## config.mk

```make
export PLATFORM = sky130hd
export DESIGN_NAME = first_match_replace_stream
export DESIGN_NICKNAME = d
export VERILOG_FILES = /design/src/rtl/fmrs_pkg.sv /design/src/rtl/fmrs_dpath.sv /design/src/rtl/fmrs_ctrl.sv /design/src/rtl/first_match_replace_stream.sv
export VERILOG_INCLUDE_DIRS = /design/src /design/src/rtl
export SDC_FILE = /design/constraint.sdc
export NUM_CORES = 1
export LEC_CHECK = 0
export ABC_AREA = 1
export ABC_CLOCK_PERIOD_IN_PS = 3570
export BUFFER_PORTS_ARGS = -buffer_cell sky130_fd_sc_hd__buf_2
export CORE_UTILIZATION = 52
export CTS_CLUSTER_SIZE = 24
export DETAILED_ROUTE_END_ITERATION = 8
export PLACE_DENSITY = 0.69
export SYNTH_ARGS = -nofsm -noshare
export SYNTH_HDL_FRONTEND = slang
export SYNTH_SLANG_ARGS = --single-unit
```

## constraint.sdc

```tcl
create_clock -name clk -period 3.57 [get_ports clk]
set_clock_uncertainty 0.1 [all_clocks]
set_input_delay 0 -clock clk [delete_from_list [all_inputs] [get_ports clk]]
set_output_delay 0 -clock clk [all_outputs]
set_load 0.005 [all_outputs]
```

## src/rtl/first_match_replace_stream_macros.svh

```systemverilog
// assertion macros shared by the first_match_replace_stream rtl
// expects clk and rst_n in the scope where a macro is used
`ifndef FIRST_MATCH_REPLACE_STREAM_MACROS_SVH
`define FIRST_MATCH_REPLACE_STREAM_MACROS_SVH

`ifndef SYNTH
// plain clocked property, disabled during reset
`define FMRS_ASSERT(lbl, prop) \
  lbl: assert property (@(posedge clk) disable iff (!rst_n) prop) \
    else $error("fmrs assertion failed");
// same-cycle implication
`define FMRS_ASSERT_IMP(lbl, ante, cons) \
  `FMRS_ASSERT(lbl, (ante) |-> (cons))
`else
`define FMRS_ASSERT(lbl, prop)
`define FMRS_ASSERT_IMP(lbl, ante, cons)
`endif

`endif

```

## src/rtl/fmrs_pkg.sv

```systemverilog
// shared types and constants for the first_match_replace_stream block
// no dependencies
package fmrs_pkg;

  // configuration register indexes
  localparam logic [2:0] CFG_PAT_LO  = 3'd0;
  localparam logic [2:0] CFG_PAT_HI  = 3'd1;
  localparam logic [2:0] CFG_PAT_LEN = 3'd2;
  localparam logic [2:0] CFG_REP_LO  = 3'd3;
  localparam logic [2:0] CFG_REP_HI  = 3'd4;
  localparam logic [2:0] CFG_REP_LEN = 3'd5;

  // fixed register geometry
  localparam int REG_BYTES = 16;
  localparam int LEN_W     = 5;

  typedef enum logic [2:0] {
    S_IDLE,
    S_CHECK,
    S_REPL,
    S_DRAIN,
    S_END
  } fmrs_state_t;

  // controller to datapath
  typedef struct packed {
    logic load;
    logic emit_head;
    logic emit_rep;
    logic skip;
    logic start_match;
    logic finish;
  } fmrs_cmd_t;

  // datapath to controller
  typedef struct packed {
    logic pass;
    logic match_ok;
    logic full_match;
    logic cnt_zero;
    logic cnt_one;
    logic rep_done;
    logic skip_zero;
    logic emit_go;
    logic fin_go;
    logic last;
    logic hold_v;
  } fmrs_stat_t;

endpackage

```

## src/rtl/fmrs_dpath.sv

```systemverilog
// datapath: configuration registers, match buffer, replacement counters,
// hold stage and output register; uses fmrs_pkg and the assertion macros
`include "first_match_replace_stream_macros.svh"

module fmrs_dpath #(
  parameter int MAX_PATTERN = 16,
  parameter int MAX_REPLACE = 16
) (
  input  logic              clk,
  input  logic              rst_n,
  input  logic              cfg_valid,
  output logic              cfg_ready,
  input  logic [2:0]        cfg_addr,
  input  logic [63:0]       cfg_data,
  input  logic [7:0]        in_text_byte,
  input  logic              in_text_last,
  output logic              out_valid,
  input  logic              out_ready,
  output logic [7:0]        out_byte,
  output logic              out_has_byte,
  output logic              out_last,
  output logic              out_replaced,
  input  fmrs_pkg::fmrs_cmd_t  cmd,
  output fmrs_pkg::fmrs_stat_t stat
);
  import fmrs_pkg::*;

  localparam int CW = $clog2(MAX_PATTERN + 1);
  localparam int RW = $clog2(MAX_REPLACE + 1);

  // configuration
  logic [8*REG_BYTES-1:0] pat_r, rep_r;
  logic [LEN_W-1:0]       plen_r, rlen_r;

  // text state
  logic [7:0]    mbuf_r [MAX_PATTERN];
  logic [7:0]    mbuf_nxt [MAX_PATTERN];
  logic [CW-1:0] cnt_r, cnt_nxt;
  logic [CW-1:0] skip_r, skip_nxt;
  logic [RW-1:0] ridx_r, ridx_nxt;
  logic          done_r, done_nxt;
  logic          last_r;

  // hold stage and output register
  logic       hold_v_r, hold_v_nxt;
  logic [7:0] hold_byte_r;
  logic       hold_rep_r;
  logic       out_valid_r, out_valid_nxt;
  logic [7:0] out_byte_r;
  logic       out_has_r, out_last_r, out_rep_r;

  logic [CW-1:0] plen_eff, k_len;
  logic [RW-1:0] rlen_eff;
  logic          match_ok;
  logic [7:0]    rep_byte;
  logic          drop, emit, out_free, out_load;
  logic [7:0]    new_byte;

  assign cfg_ready = 1'b1;

  // effective lengths, clamped to the buffer sizes
  assign plen_eff = (plen_r > LEN_W'(MAX_PATTERN)) ? CW'(MAX_PATTERN) : CW'(plen_r);
  assign rlen_eff = (rlen_r > LEN_W'(MAX_REPLACE)) ? RW'(MAX_REPLACE) : RW'(rlen_r);
  assign k_len    = (cnt_r < plen_eff) ? cnt_r : plen_eff;

  // prefix compare of held bytes against the pattern
  always_comb begin
    match_ok = 1'b1;
    for (int i = 0; i < MAX_PATTERN; i++) begin
      if ((CW'(i) < k_len) && (mbuf_r[i] != pat_r[i*8 +: 8])) begin
        match_ok = 1'b0;
      end
    end
  end

  // replacement byte select
  always_comb begin
    rep_byte = 8'h00;
    for (int i = 0; i < MAX_REPLACE; i++) begin
      if (ridx_r == RW'(i)) begin
        rep_byte = rep_r[i*8 +: 8];
      end
    end
  end

  assign out_free = !out_valid_r || out_ready;
  assign emit     = cmd.emit_head || cmd.emit_rep;
  assign drop     = cmd.emit_head || (cmd.skip && (skip_r != '0));
  assign new_byte = cmd.emit_head ? mbuf_r[0] : rep_byte;
  assign out_load = (emit && hold_v_r) || (cmd.finish && (hold_v_r || last_r));

  // status to the controller
  always_comb begin
    stat.pass       = done_r || (plen_eff == '0);
    stat.match_ok   = match_ok;
    stat.full_match = cnt_r >= plen_eff;
    stat.cnt_zero   = cnt_r == '0;
    stat.cnt_one    = cnt_r == CW'(1);
    stat.rep_done   = ridx_r == rlen_eff;
    stat.skip_zero  = skip_r == '0;
    stat.emit_go    = !hold_v_r || out_free;
    stat.fin_go     = !(hold_v_r || last_r) || out_free;
    stat.last       = last_r;
    stat.hold_v     = hold_v_r;
  end

  // buffer shift and insert
  always_comb begin
    for (int i = 0; i < MAX_PATTERN; i++) begin
      mbuf_nxt[i] = mbuf_r[i];
      if (drop) begin
        mbuf_nxt[i] = (i < MAX_PATTERN - 1) ? mbuf_r[(i < MAX_PATTERN - 1) ? i + 1 : i]
                                            : mbuf_r[i];
      end
      if (cmd.load && (cnt_r == CW'(i))) begin
        mbuf_nxt[i] = in_text_byte;
      end
    end
  end

  // counters and flags
  always_comb begin
    cnt_nxt  = cnt_r;
    skip_nxt = skip_r;
    ridx_nxt = ridx_r;
    done_nxt = done_r;
    if (cmd.load) begin
      cnt_nxt = cnt_r + CW'(1);
    end
    if (drop) begin
      cnt_nxt = cnt_r - CW'(1);
    end
    if (cmd.skip && (skip_r != '0)) begin
      skip_nxt = skip_r - CW'(1);
    end
    if (cmd.start_match) begin
      done_nxt = 1'b1;
      skip_nxt = plen_eff;
      ridx_nxt = '0;
    end
    if (cmd.emit_rep) begin
      ridx_nxt = ridx_r + RW'(1);
    end
    if (cmd.finish && last_r) begin
      cnt_nxt  = '0;
      done_nxt = 1'b0;
    end
  end

  // hold and output valid
  always_comb begin
    hold_v_nxt = hold_v_r;
    if (emit) begin
      hold_v_nxt = 1'b1;
    end else if (cmd.finish) begin
      hold_v_nxt = 1'b0;
    end
    out_valid_nxt = out_valid_r;
    if (out_load) begin
      out_valid_nxt = 1'b1;
    end else if (out_ready) begin
      out_valid_nxt = 1'b0;
    end
  end

  // control registers
  always_ff @(posedge clk) begin
    if (!rst_n) begin
      pat_r       <= '0;
      rep_r       <= '0;
      plen_r      <= '0;
      rlen_r      <= '0;
      cnt_r       <= '0;
      skip_r      <= '0;
      ridx_r      <= '0;
      done_r      <= 1'b0;
      last_r      <= 1'b0;
      hold_v_r    <= 1'b0;
      out_valid_r <= 1'b0;
    end else begin
      cnt_r       <= cnt_nxt;
      skip_r      <= skip_nxt;
      ridx_r      <= ridx_nxt;
      done_r      <= done_nxt;
      hold_v_r    <= hold_v_nxt;
      out_valid_r <= out_valid_nxt;
      if (cmd.load) begin
        last_r <= in_text_last;
      end
      if (cfg_valid) begin
        unique case (cfg_addr)
          CFG_PAT_LO:  pat_r[63:0]   <= cfg_data;
          CFG_PAT_HI:  pat_r[127:64] <= cfg_data;
          CFG_PAT_LEN: plen_r        <= cfg_data[LEN_W-1:0];
          CFG_REP_LO:  rep_r[63:0]   <= cfg_data;
          CFG_REP_HI:  rep_r[127:64] <= cfg_data;
          CFG_REP_LEN: rlen_r        <= cfg_data[LEN_W-1:0];
          default: ;
        endcase
      end
    end
  end

  // payload registers
  always_ff @(posedge clk) begin
    for (int i = 0; i < MAX_PATTERN; i++) begin
      mbuf_r[i] <= mbuf_nxt[i];
    end
    if (emit) begin
      hold_byte_r <= new_byte;
      hold_rep_r  <= done_r;
    end
    if (emit && hold_v_r) begin
      out_byte_r <= hold_byte_r;
      out_has_r  <= 1'b1;
      out_rep_r  <= hold_rep_r;
      out_last_r <= 1'b0;
    end else if (cmd.finish && hold_v_r) begin
      out_byte_r <= hold_byte_r;
      out_has_r  <= 1'b1;
      out_rep_r  <= hold_rep_r;
      out_last_r <= last_r;
    end else if (cmd.finish && last_r) begin
      // empty end marker
      out_byte_r <= 8'h00;
      out_has_r  <= 1'b0;
      out_rep_r  <= done_r;
      out_last_r <= 1'b1;
    end
  end

  assign out_valid    = out_valid_r;
  assign out_byte     = out_byte_r;
  assign out_has_byte = out_has_r;
  assign out_last     = out_last_r;
  assign out_replaced = out_rep_r;

  // checks
  `FMRS_ASSERT(a_cnt_range, cnt_r <= CW'(MAX_PATTERN))
  `FMRS_ASSERT_IMP(a_out_slot, out_load, out_free)
  `FMRS_ASSERT_IMP(a_head_present, cmd.emit_head, cnt_r != '0)

endmodule

```

## src/rtl/fmrs_ctrl.sv

```systemverilog
// controller state machine: sequences insert, compare, replacement,
// drain and close of each transaction; uses fmrs_pkg and the assertion macros
`include "first_match_replace_stream_macros.svh"

module fmrs_ctrl (
  input  logic                 clk,
  input  logic                 rst_n,
  input  logic                 in_valid,
  output logic                 in_ready,
  input  fmrs_pkg::fmrs_stat_t stat,
  output fmrs_pkg::fmrs_cmd_t  cmd
);
  import fmrs_pkg::*;

  fmrs_state_t state_r, state_nxt;

  // next state
  always_comb begin
    state_nxt = state_r;
    unique case (state_r)
      S_IDLE: begin
        if (in_valid) begin
          state_nxt = stat.pass ? S_DRAIN : S_CHECK;
        end
      end
      S_CHECK: begin
        priority if (!stat.match_ok) begin
          if (stat.emit_go && stat.cnt_one) begin
            state_nxt = S_END;
          end
        end else if (stat.full_match) begin
          state_nxt = S_REPL;
        end else begin
          state_nxt = stat.last ? S_DRAIN : S_END;
        end
      end
      S_REPL: begin
        if (stat.rep_done && stat.skip_zero) begin
          state_nxt = S_DRAIN;
        end
      end
      S_DRAIN: begin
        if (stat.cnt_zero || (stat.emit_go && stat.cnt_one)) begin
          state_nxt = S_END;
        end
      end
      S_END: begin
        if (stat.fin_go) begin
          state_nxt = S_IDLE;
        end
      end
      default: state_nxt = S_IDLE;
    endcase
  end

  // commands
  always_comb begin
    cmd      = '0;
    in_ready = 1'b0;
    unique case (state_r)
      S_IDLE: begin
        in_ready = 1'b1;
        cmd.load = in_valid;
      end
      S_CHECK: begin
        cmd.emit_head   = !stat.match_ok && stat.emit_go;
        cmd.start_match = stat.match_ok && stat.full_match;
      end
      S_REPL: begin
        cmd.skip     = !stat.skip_zero;
        cmd.emit_rep = !stat.rep_done && stat.emit_go;
      end
      S_DRAIN: begin
        cmd.emit_head = !stat.cnt_zero && stat.emit_go;
      end
      S_END: begin
        cmd.finish = stat.fin_go;
      end
      default: ;
    endcase
  end

  always_ff @(posedge clk) begin
    if (!rst_n) begin
      state_r <= S_IDLE;
    end else begin
      state_r <= state_nxt;
    end
  end

  // checks
  `FMRS_ASSERT_IMP(a_idle_hold_empty, state_r == S_IDLE, !stat.hold_v)
  `FMRS_ASSERT(a_one_source, !(cmd.emit_head && cmd.emit_rep))
  `FMRS_ASSERT(a_accept_leaves_idle, (in_valid && in_ready) |=> (state_r != S_IDLE))

endmodule

```

## src/rtl/first_match_replace_stream.sv

```systemverilog
// top level of the first-occurrence find and replace stream editor
// depends on fmrs_pkg, fmrs_ctrl and fmrs_dpath
//
// Usage: text enters one byte per transaction on in_*, in_text_last on the
// final byte. Results leave on out_*, one byte per transaction, with
// out_has_byte low only for the empty end marker of a text that ends with
// nothing to emit, and out_last on the final result of the text.
// The cfg_* port writes the pattern, replacement and their lengths; it is
// always ready and should only be written while the block is idle.
// Sequence: a byte is taken in the idle state, then compared against the
// pattern or drained, one result at a time as the hold stage frees, and the
// transaction is then closed. A byte that completes a match also emits the
// replacement and skips the matched bytes before the held bytes that follow
// the pattern are drained.
// Results sit in a one-entry hold stage and reach the output register when
// the next result or the close of the transaction arrives.
// The state machine sequencing these steps sets the rate.
// Reset clears configuration, match state and both output stages.
// A stalled receiver holds out_* steady; the block keeps working until the
// hold stage is also full, then waits.

module first_match_replace_stream #(
  parameter int MAX_PATTERN = 16,
  parameter int MAX_REPLACE = 16
) (
  input  logic        clk,
  input  logic        rst_n,
  input  logic        cfg_valid,
  output logic        cfg_ready,
  input  logic [2:0]  cfg_addr,
  input  logic [63:0] cfg_data,
  input  logic        in_valid,
  output logic        in_ready,
  input  logic [7:0]  in_text_byte,
  input  logic        in_text_last,
  output logic        out_valid,
  input  logic        out_ready,
  output logic [7:0]  out_byte,
  output logic        out_has_byte,
  output logic        out_last,
  output logic        out_replaced
);
  import fmrs_pkg::*;

  fmrs_cmd_t  cmd;
  fmrs_stat_t stat;

  fmrs_ctrl u_ctrl (
    .clk      (clk),
    .rst_n    (rst_n),
    .in_valid (in_valid),
    .in_ready (in_ready),
    .stat     (stat),
    .cmd      (cmd)
  );

  fmrs_dpath #(
    .MAX_PATTERN (MAX_PATTERN),
    .MAX_REPLACE (MAX_REPLACE)
  ) u_dpath (
    .clk          (clk),
    .rst_n        (rst_n),
    .cfg_valid    (cfg_valid),
    .cfg_ready    (cfg_ready),
    .cfg_addr     (cfg_addr),
    .cfg_data     (cfg_data),
    .in_text_byte (in_text_byte),
    .in_text_last (in_text_last),
    .out_valid    (out_valid),
    .out_ready    (out_ready),
    .out_byte     (out_byte),
    .out_has_byte (out_has_byte),
    .out_last     (out_last),
    .out_replaced (out_replaced),
    .cmd          (cmd),
    .stat         (stat)
  );

endmodule
```

==> results.py <==
metrics = {
    "placement": {
        "hpwl_mm": 44.3,
        "post_dp_cell_area_mm2": 0.0211,
        "gp_congestion": 0.931,
        "portBuffers": 93,
    },
    "sta": {
        "layout_min_cycle_time_ns": 3.28,
        "hold_violations": 0,
        "fin_crit_sh_pct": 91.9,
        "slew_viol_final": 0,
        "relSlewSlack_pct": 41.0,
        "whs_ns": 0.0833,
        "setup_viol": 0,
        "tns_ns": 0,
        "tightest_slew_ns": 0.881,
        "rsz0062_at_grt": "true",
        "max_freq_mhz": 305,
    },
    "global_route": {
        "grt_start_max_net_pins": 121,
        "grt_first_pass_wirelength_mm": 96.8,
        "grt-ovfl-total": 0,
        "grt_usage_pct": 32.7,
        "antenna_found_initial": 1,
        "first_global_vias": 17000,
    },
    "clock_tree": {
        "cts_buffers": 47,
        "cts_num_sinks": 436,
        "clk_latency_ns": 0.58,
        "cts_buffer_depth": 3,
        "htree_levels": 2,
        "clkSlewWorstSetupHoldPaths_ns": 0.06,
        "cts-root-buf": "clkbuf_16",
        "cts_tree": "yes",
    },
    "critical_path": {
        "worstSetupEndpointType": "flip-flop",
        "rrSetupSlack_ns": 0.29,
        "start_kind": "flip-flop",
        "crit_fanout": 16,
        "cp.arrival_ns": 3.43,
        "critical_path_class": "reg2reg",
        "worstPathRequired_ns": 3.72,
    },
    "drt": {
        "wl_per_cell_um": 19.6,
        "via_per_inst": 5.51,
        "ant_nets": 0,
        "drc": 0,
        "drt_wl_total_mm": 64.2,
        "drtPass1Iterations": 5,
        "num_vias": 18000,
        "drt_iter0_drc": 1593,
    },
    "final_layout": {
        "antennaDiodeCount": 0,
        "layout.nets": 2822,
        "stdcell_area_mm2": 0.0235,
        "area_growth_pct": 16.4,
        "drive_gt1_share_pct": 9.89,
    },
    "power": {
        "p_switching_mw": 5.51,
        "sequentialPowerShare_pct": 45.1,
        "finalPower_mw": 16.3,
        "p_comb_share_pct": 26.0,
        "ir_drop_uv": 393,
        "p_leak_nw": 10.0,
        "pwr-share-clk_pct": 29.0,
        "p_sw_share_pct": 33.7,
        "powerDensity_mw_per_mm2": 696,
        "p_int_mw": 10.8,
    },
    "floorplanning": {
        "initial_core_util_pct": 53.2,
        "core_area_mm2": 0.0379,
        "die_h_um": 199,
        "ios": 95,
        "rows": 71,
        "fp.dieW_um": 199,
        "die-area_mm2": 0.0396,
    },
    "logic_synthesis": {
        "synth-seq-area-share_pct": 50.5,
        "synth_seq_cells": 436,
        "syn-num-nets": 2689,
        "avgSynthCellArea_um2": 7.79,
        "synth_area_mm2": 0.0202,
        "synth_cells": 2590,
        "yosysWarningCount": 0,
        "synth_cell_types": 46,
    },
    "worst_hold_path": {
        "hp-class": "in2reg",
    },
    "run": {
        "maxCapViolations": 0,
    },
    "outcome": {
        "status": "complete, no violations",
    },
}
==> routing by layer <==
layer	vias to the layer above	GRT usage (%)	routed length (um)
li1	8679	-	-
met1	8453	41.8	26300
met2	746	54.2	29900
met3	163	6.15	5270
met4	0	13.3	2750
met5	-	0	0
==> metrics by stage <==
stage	utilization, %	worst slack [ns]	instances
after global placement	55.6	0.0552	3101
after detailed placement	55.6	0.0459	3101
after global routing	61.9	-0.0165	3272
after CTS	61.7	0.0259	3270
after floorplan	-	0.526	2590
final	61.9	0.289	3272
==> synth_stat cells (all sizes together) <==
cell type  number  area (um2)
buf             8        55.1
conb            1        3.75
clkbuf        117         439
nor4            3        18.8
clkinv          4        15.0
nand4          34         213
a21oi         114         574
and3            1        6.26
o2bb2ai         1        8.76
o21ai         461        2310
a22oi           1        7.51
xnor2          77         674
nand2         430        1670
or4             1        7.51
nor3b           1        7.51
nand3          57         303
or2            24         150
a21boi          1        7.51
nand3b          2        15.0
inv           233         882
nor3           14        81.3
xor2           35         307
nor2          501        1900
o21bai          5        37.5
edfxtp        146        4380
o22ai           4        25.0
a31oi           2        12.5
ha             18         225
a41oi           1        8.76
dfxtp         290        5810
a211oi          3        22.5
==> state kept, by name (all words and copies together), names as in the netlist, 8 cells and up <==
name,flops
u_dpath.hold_byte_r,8
u_dpath.out_byte,8
u_dpath.mbuf_r,128
u_dpath.pat_r,128
u_dpath.rep_r,128
==> placed cells by master (no fill, tap or decap), types with 7 or more instances in the layout <==
cell type / synthesis / final
nor2_1: 496 / 493
o21ai_0: 455 / 455
nand2_1: 418 / 400
dfxtp_1: 290 / 290
inv_1: 225 / 224
edfxtp_1: 146 / 146
a21oi_1: 113 / 113
buf_2: 2 / 92
dlygate4sd3_1: 0 / 82
xnor2_1: 77 / 77
nand3_1: 55 / 53
clkbuf_16: 0 / 48
xor2_1: 35 / 35
nand4_1: 34 / 34
buf_4: 2 / 32
or2_2: 24 / 24
nand2_2: 7 / 22
ha_1: 18 / 18
clkbuf_1: 117 / 17
nor3_1: 13 / 13
nand2_4: 5 / 8
clkbuf_8: 0 / 8
inv_2: 5 / 7
clkinv_1: 4 / 7
==> final cells by class <==
| class | instances | area (um2) |
|---|---|---|
| inverter | 237 | 907 |
| clock buffer | 73 | 1380 |
| timing repair buffer | 209 | 1560 |
| sequential | 436 | 10200 |
| fill | 3386 | 14400 |
| clock inverter | 14 | 108 |
| tap | 511 | 639 |
| multi-input combinational | 1792 | 8700 |
==> power by group through the flow <==
stage	sequential [mW]	clock [mW]	combinational, mW
after floorplan	7.14	0	3.00
after global placement	7.44	0	3.89
after detailed placement	7.45	0	3.97
after CTS	7.36	4.80	4.07
after global routing	7.43	4.99	4.73
final	7.37	4.74	4.25
==> logic make-up (layout without fill, tap and decap cells) <==
| family | count (synthesis) | in the layout | share of synthesized area (%) |
|---|---|---|---|
| flip-flops | 436 | 436 | 50.5 |
| buffers and inverters | 362 | 533 | 6.89 |
| XOR/XNOR | 112 | 112 | 4.86 |
| other | 1 | 1 | 0.0186 |
| AND/OR/NAND/NOR | 1068 | 1068 | 21.7 |
| adder cells (fa/ha/maj) | 18 | 18 | 1.12 |
| AO/OA/AOI/OAI | 593 | 593 | 15.0 |
==> critical path, stage by stage, from the launching register on <==
cell and delay, ns:
dfxtp_1 0.33, inv_1 0.19, nand2_1 0.11, ha_1 0.32
nand2_2 0.10, inv_1 0.06, nand2_2 0.14, nand3_4 0.13
o21ai_2 0.26, nand3_1 0.13, nand2_1 0.08, nand2_1 0.04
nand2_1 0.06, nor2_1 0.04, nand2_1 0.06, nand2_2 0.10
nand3_2 0.10, nand2_4 0.07, nand2_4 0.14, clkinv_8 0.17
nand2_2 0.23
==> path summary, 6_finish.rpt <==
check / startpoint / to / cells after the start
worst min register to register: u_dpath.rep_r[20] / u_dpath.rep_r[20] / 2
worst max register to register: u_dpath.plen_r[4] / u_dpath.mbuf_r[0][40] / 20
worst max-delay path: u_dpath.plen_r[4] / u_dpath.mbuf_r[0][40] / 20
worst min-delay path: in_text_byte[0] / u_dpath.mbuf_r[1][56] / 2
==> repair_timing <==
action                                 in CTS  in global routing
gates resized for setup                     0                 26
buffers inserted                            0                  2
endpoints found under the hold margin     289                  0
setup endpoints to repair                   0                143
hold buffers                               82                  0
Note: power is estimated with default switching activity, not from simulation.
